[src/rtl/qjt_pkg.sv]
`timescale 1ns / 1ps
package qjt_pkg;

	localparam int JOINTS_DEF = 7;

	localparam int JOINT_W = 4;
	localparam int POS_W   = 32;
	localparam int DELTA_W = 33;
	localparam int TICK_W  = 32;
	localparam int FRAC    = 30;
	localparam int TAU_W   = FRAC + 1;
	localparam int POLY_W  = 40;
	localparam int DER_W   = 40;
	localparam int MUL_A_W = DELTA_W;
	localparam int MUL_R_W = MUL_A_W + POLY_W - FRAC;

	localparam logic [TAU_W-1:0] TAU_ONE = TAU_W'(1) << FRAC;

	localparam int CFG_IDX_W = 2;
	localparam logic [CFG_IDX_W-1:0] REG_START_TICK   = 2'd0;
	localparam logic [CFG_IDX_W-1:0] REG_END_TICK     = 2'd1;
	localparam logic [CFG_IDX_W-1:0] REG_INV_DURATION = 2'd2;

	typedef enum logic {
		CMD_LOAD = 1'b0,
		CMD_EVAL = 1'b1
	} cmd_t;

	// front end to joint sequencer
	typedef struct packed {
		cmd_t                       cmd;
		logic [JOINT_W-1:0]         joint;
		logic signed [POS_W-1:0]    start;
		logic signed [DELTA_W-1:0]  delta;
		logic signed [POLY_W-1:0]   s;
		logic signed [POLY_W-1:0]   sd;
		logic signed [POLY_W-1:0]   sdd;
	} front_t;

	// joint sequencer to evaluation pipeline
	typedef struct packed {
		logic [JOINT_W-1:0]         joint;
		logic                       last;
		logic signed [POS_W-1:0]    start;
		logic signed [DELTA_W-1:0]  delta;
		logic signed [POLY_W-1:0]   s;
		logic signed [POLY_W-1:0]   sd;
		logic signed [POLY_W-1:0]   sdd;
	} issue_t;

endpackage

[src/rtl/qjt_seq.sv]
`timescale 1ns / 1ps
module qjt_seq import qjt_pkg::*; #(
	parameter int JOINTS = JOINTS_DEF
) (
	input  logic    clk,
	input  logic    arst_n,
	input  logic    in_valid,
	output logic    in_ready,
	input  front_t  in,
	output logic    iss_valid,
	input  logic    iss_ready,
	output issue_t  iss
);

	localparam int JW = (JOINTS > 1) ? $clog2(JOINTS) : 1;

	logic busy_q;
	logic [JW-1:0] cnt_q;
	logic take, is_last, load_hit;
	logic signed [POS_W-1:0]   start_tab_q [JOINTS];
	logic signed [DELTA_W-1:0] delta_tab_q [JOINTS];
	logic signed [POLY_W-1:0]  s_q, sd_q, sdd_q;

	assign in_ready = !busy_q;
	assign take     = in_valid && !busy_q;
	assign is_last  = (cnt_q == JW'(JOINTS - 1));
	// drop loads to joints that do not exist
	assign load_hit = take && (in.cmd == CMD_LOAD)
		&& ({1'b0, in.joint} < (JOINT_W + 1)'(JOINTS));

	always_ff @(posedge clk or negedge arst_n) begin
		if (!arst_n) begin
			busy_q <= 1'b0;
			cnt_q  <= '0;
		end else if (take && in.cmd == CMD_EVAL) begin
			busy_q <= 1'b1;
			cnt_q  <= '0;
		end else if (busy_q && iss_ready) begin
			if (is_last) begin
				busy_q <= 1'b0;
				cnt_q  <= '0;
			end else begin
				cnt_q <= cnt_q + JW'(1);
			end
		end
	end

	always_ff @(posedge clk) begin
		if (take && in.cmd == CMD_EVAL) begin
			s_q   <= in.s;
			sd_q  <= in.sd;
			sdd_q <= in.sdd;
		end
		if (load_hit) begin
			start_tab_q[in.joint[JW-1:0]] <= in.start;
			delta_tab_q[in.joint[JW-1:0]] <= in.delta;
		end
	end

	assign iss_valid = busy_q;

	always_comb begin
		iss.joint = JOINT_W'(cnt_q);
		iss.last  = is_last;
		iss.start = start_tab_q[cnt_q];
		iss.delta = delta_tab_q[cnt_q];
		iss.s     = s_q;
		iss.sd    = sd_q;
		iss.sdd   = sdd_q;
	end

endmodule

[config.mk]
export PLATFORM = sky130hd
export DESIGN_NAME = qjt_seq
export DESIGN_NICKNAME = d
export VERILOG_FILES = /design/src/rtl/qjt_pkg.sv /design/src/rtl/qjt_seq.sv
export SDC_FILE = /design/constraint.sdc
export NUM_CORES = 1
export LEC_CHECK = 0
export ABC_AREA = 1
export CAP_MARGIN = 25
export CORE_MARGIN = 4
export CORE_UTILIZATION = 55
export DETAILED_ROUTE_END_ITERATION = 16
export DONT_BUFFER_PORTS = 1
export HOLD_SLACK_MARGIN = 0.03
export PLACE_DENSITY_LB_ADDON = 0.12
export SYNTH_ARGS = -nofsm -noshare
export SYNTH_HDL_FRONTEND = slang
export SYNTH_SLANG_ARGS = --single-unit
[constraint.sdc]
create_clock -name clk -period 7.4 [get_ports clk]
set_input_delay 2.22 -clock clk [delete_from_list [all_inputs] [get_ports clk]]
set_output_delay 2.22 -clock clk [all_outputs]
set_load 0.01 [all_outputs]
==> metrics.md <==
| Metric | Value |
|---|---|
| Largest net degree at the start of global routing | 110 |
| Peak VDD IR | ~0.28 mV |
| CTS Hold Bufs | 0 |
| Clock root cell | clkbuf_16 |
| Routed length on met1 | 21040 microns |
| Slew Limit Fails | 0 |
| Avg WL per Cell | 21.75 microns |
| Routed WL | 53230 microns |
| Clk sinks | 579 |
| Final core utilization | 0.6219 |
| Final Hold Vio Count | 0 |
| Reg clk slew, reported paths | 60 ps |
| Sequential fraction of the synthesis area | 0.7685 |
| Worst setup margin | 1960 ps |
| Post_cts resized | 0 |
| CTS tree | done |
| Post-synth top area share | 0.7640 |
| Mapped Area | roughly 23000 sq um |
| Crit. End Element | output pin |
| Worst setup SP type | flop |
| Synthesized net count | 2075 |
| Number of DRC violations after detailed-routing iteration 0 | 1179 |
| Initial antenna violation count | 5 |
| Slew headroom | 0.3312 |
| Vias in the first global route | 12.40k |
| Tightest Pin Transition | about 1000 ps |
| Clk_skew | roughly 20 ps |
| RSZ-0062 raised after global routing | no |
| Width of the die | roughly 210 microns |
| Remaining Overflow, GRT | 0 |
| Layout net count | 2070 |
| Share of layout cells above drive strength 1 | 0.06243 |
| I/O Pins | 386 |
| Yosys top cell by area | edfxtp_1 |
| DRT antenna net count | 0 |
| DR pass1 iterations | 5 |
| Crit-path max FO | 109 |
| CP Class | reg2out |
| Reg-to-reg setup timing slack | 4410 ps |
| Area delta synth->final | 10.60% |
| CTS Buffer Depth | 3 |
| Mapped Cells | 1881 |
| Core Area | 40190 sq um |
| IO buf count | 0 |
| Static Leak | 9.806 nW |
| Run status | finished clean |
| Worst-Skew Late Latency | approximately 610 ps |
| Die span in y | 210.7 microns |
| Initial core utilization | 0.5623 |
| Die area | 44400 sq um |
| Power Internal | 5.904 mW |
| GP Congestion | 0.8322 |
| Setup TNS | 0 ps |
| Req. time, crit path | approximately 5200 ps |
| Cts bufs inserted | 56 |
| Avg Vias per Cell | 5.352 |
| Sequential share of power | 0.440 |
| Psw | 2.821 mW |
| Post-CTS setup buffers | 0 |
| Placement Rows | 73 |
| Metal3 WL | 4228 microns |
| Clock network power share | 0.332 |
| Synth unique cells | 20 |
| Via count | roughly 13k |
| Ys Warns | 0 |
| DRC errors left | 0 |
| Place WS | approximately 2500 ps |
| Avg Inst Size Synth | ~12 sq um |
| Total GRT Usage | 0.2325 |
| Synth top area cells | edfxtp_1 (76%), nand2_1 (13%), nand3_1 (3.0%), inv_1 (2.3%), nor2_1 (2.2%) |
| HPWL after DPL | 31330 microns |
| Crit path time final | 5440 ps |
| Worst EP arrival | 3220 ps |
| First-pass GRT wire length | 78380 microns |
| Max Cap Viol | 0 |
| Post-route clock period utilization | 0.7351 |
| Antenna diode count | 0 |
| Peak Freq | 183.8 MHz |
| Combinational power share | 0.228 |
| PwrDens | 349.1 nW/um^2 |
| Hold WS | 607.9 ps |
| Met2 WL | ~27000 microns |
| Clock H-tree levels | 2 |
| # setup viols final | 0 |
| Switching Share | 0.3234 |
| Hold Crit Class | reg2reg |
| Top routing layer in use | met5 |
| Yosys reg bits | a little under 600 |
[cell usage in the layout, fill, tap and decap left out, drive strengths merged]
cell,Yosys,routed
o21ai,3,3
nand3,135,135
nor2,132,132
nor3,6,6
nand4,2,2
inv,141,144
bufinv,0,8
edfxtp,575,575
dfrtp,4,4
nand2,793,793
clkbuf,13,67
clkinvlp,0,6
buf,75,25
conb,1,1
clkinv,0,20
a21oi,1,1
[critical path, cell delays in order, from the launching register on]
cell and delay (ps):
dfrtp_4 720, inv_6 750, buf_4 590, nand3_1 150
nand2_1 90, nand2_1 50, nand2_1 150
[synthesized netlist by cell type]
cell type and count:
conb_1 1, nand3_2 1, buf_1 5, nor2_1 132
edfxtp_1 575, o21ai_0 2, nand4_1 2, inv_4 1
o21ai_1 1, inv_1 138, nand3_1 134, nor3_1 6
buf_4 23, nand2_1 793, dfrtp_1 4, a21oi_1 1
buf_2 46, clkbuf_1 13, buf_6 1, inv_2 2
[metal layers]
layer	up-vias	global-route usage
met1	6332	0.2926
li1	6203	-
met2	468	0.3952
met5	-	0
met3	87	0.06877
met4	6	0.06908
[power groups by stage]
stage | Sequential, mW | Clock, mW | Combinational, mW
after floorplan | 3.81 | 0 | 1.62
after global placement | 3.91 | 0 | 1.97
after detailed placement | 3.92 | 0 | 2.00
after global routing | 3.85 | 3.09 | 2.24
after CTS | 3.85 | 2.94 | 2.01
final | 3.84 | 2.90 | 1.99
[cell families (layout without fill, tap and decap cells)]
family | after synthesis | in the layout | synth area share
buffers and inverters | 229 | 270 | 0.04485
AOI/OAI and AO/OA | 4 | 4 | 0.0008854
other | 1 | 1 | 0.0001659
and+or+nand+nor | 1068 | 1068 | 0.1856
DFF | 579 | 579 | 0.7685
[flip-flops by register name, summed over array words and instances (netlist names)]
register	flops
delta_tab_q	231
start_tab_q	224
s_q	40
sd_q	40
sdd_q	40
cnt_q	3
iss_valid	1
[path summary, 6_finish.rpt]
path | cells past startpoint | endpoint | from
max in group asynchronous | 0 | cnt_q[0]$_DFFE_PN0P_ | arst_n
min in group asynchronous | 0 | cnt_q[1]$_DFFE_PN0P_ | arst_n
min | 2 | iss_valid$_DFFE_PN0P_ | iss_valid$_DFFE_PN0P_
max | 6 | iss[177] | cnt_q[1]$_DFFE_PN0P_
min reg2reg | 2 | iss_valid$_DFFE_PN0P_ | iss_valid$_DFFE_PN0P_
max reg2reg | 4 | start_tab_q[6][1]$_DFFE_PP_ | iss_valid$_DFFE_PN0P_
[through the flow]
step	cells	cell area, sq um	total power, mW
finish	2447	25000	8.725
global route	2447	25000	9.184
CTS	2444	24940	8.800
detailed placement	2340	23070	5.917
global placement	2337	22990	5.886
floorplan	1881	22600	5.434
[final cells by class]
class | instances | area, sq um
flip-flops and latches | 579 | 17370
fillers | 3034 | 15190
well taps | 525 | 656.9
clock inverters | 37 | 402.9
multi-input cells | 1073 | 4257
clock buffers | 67 | 1464
inverters | 141 | 544.3
repair buffers | 25 | 296.5
No activity file was read; power rests on OpenSTA's default activity.
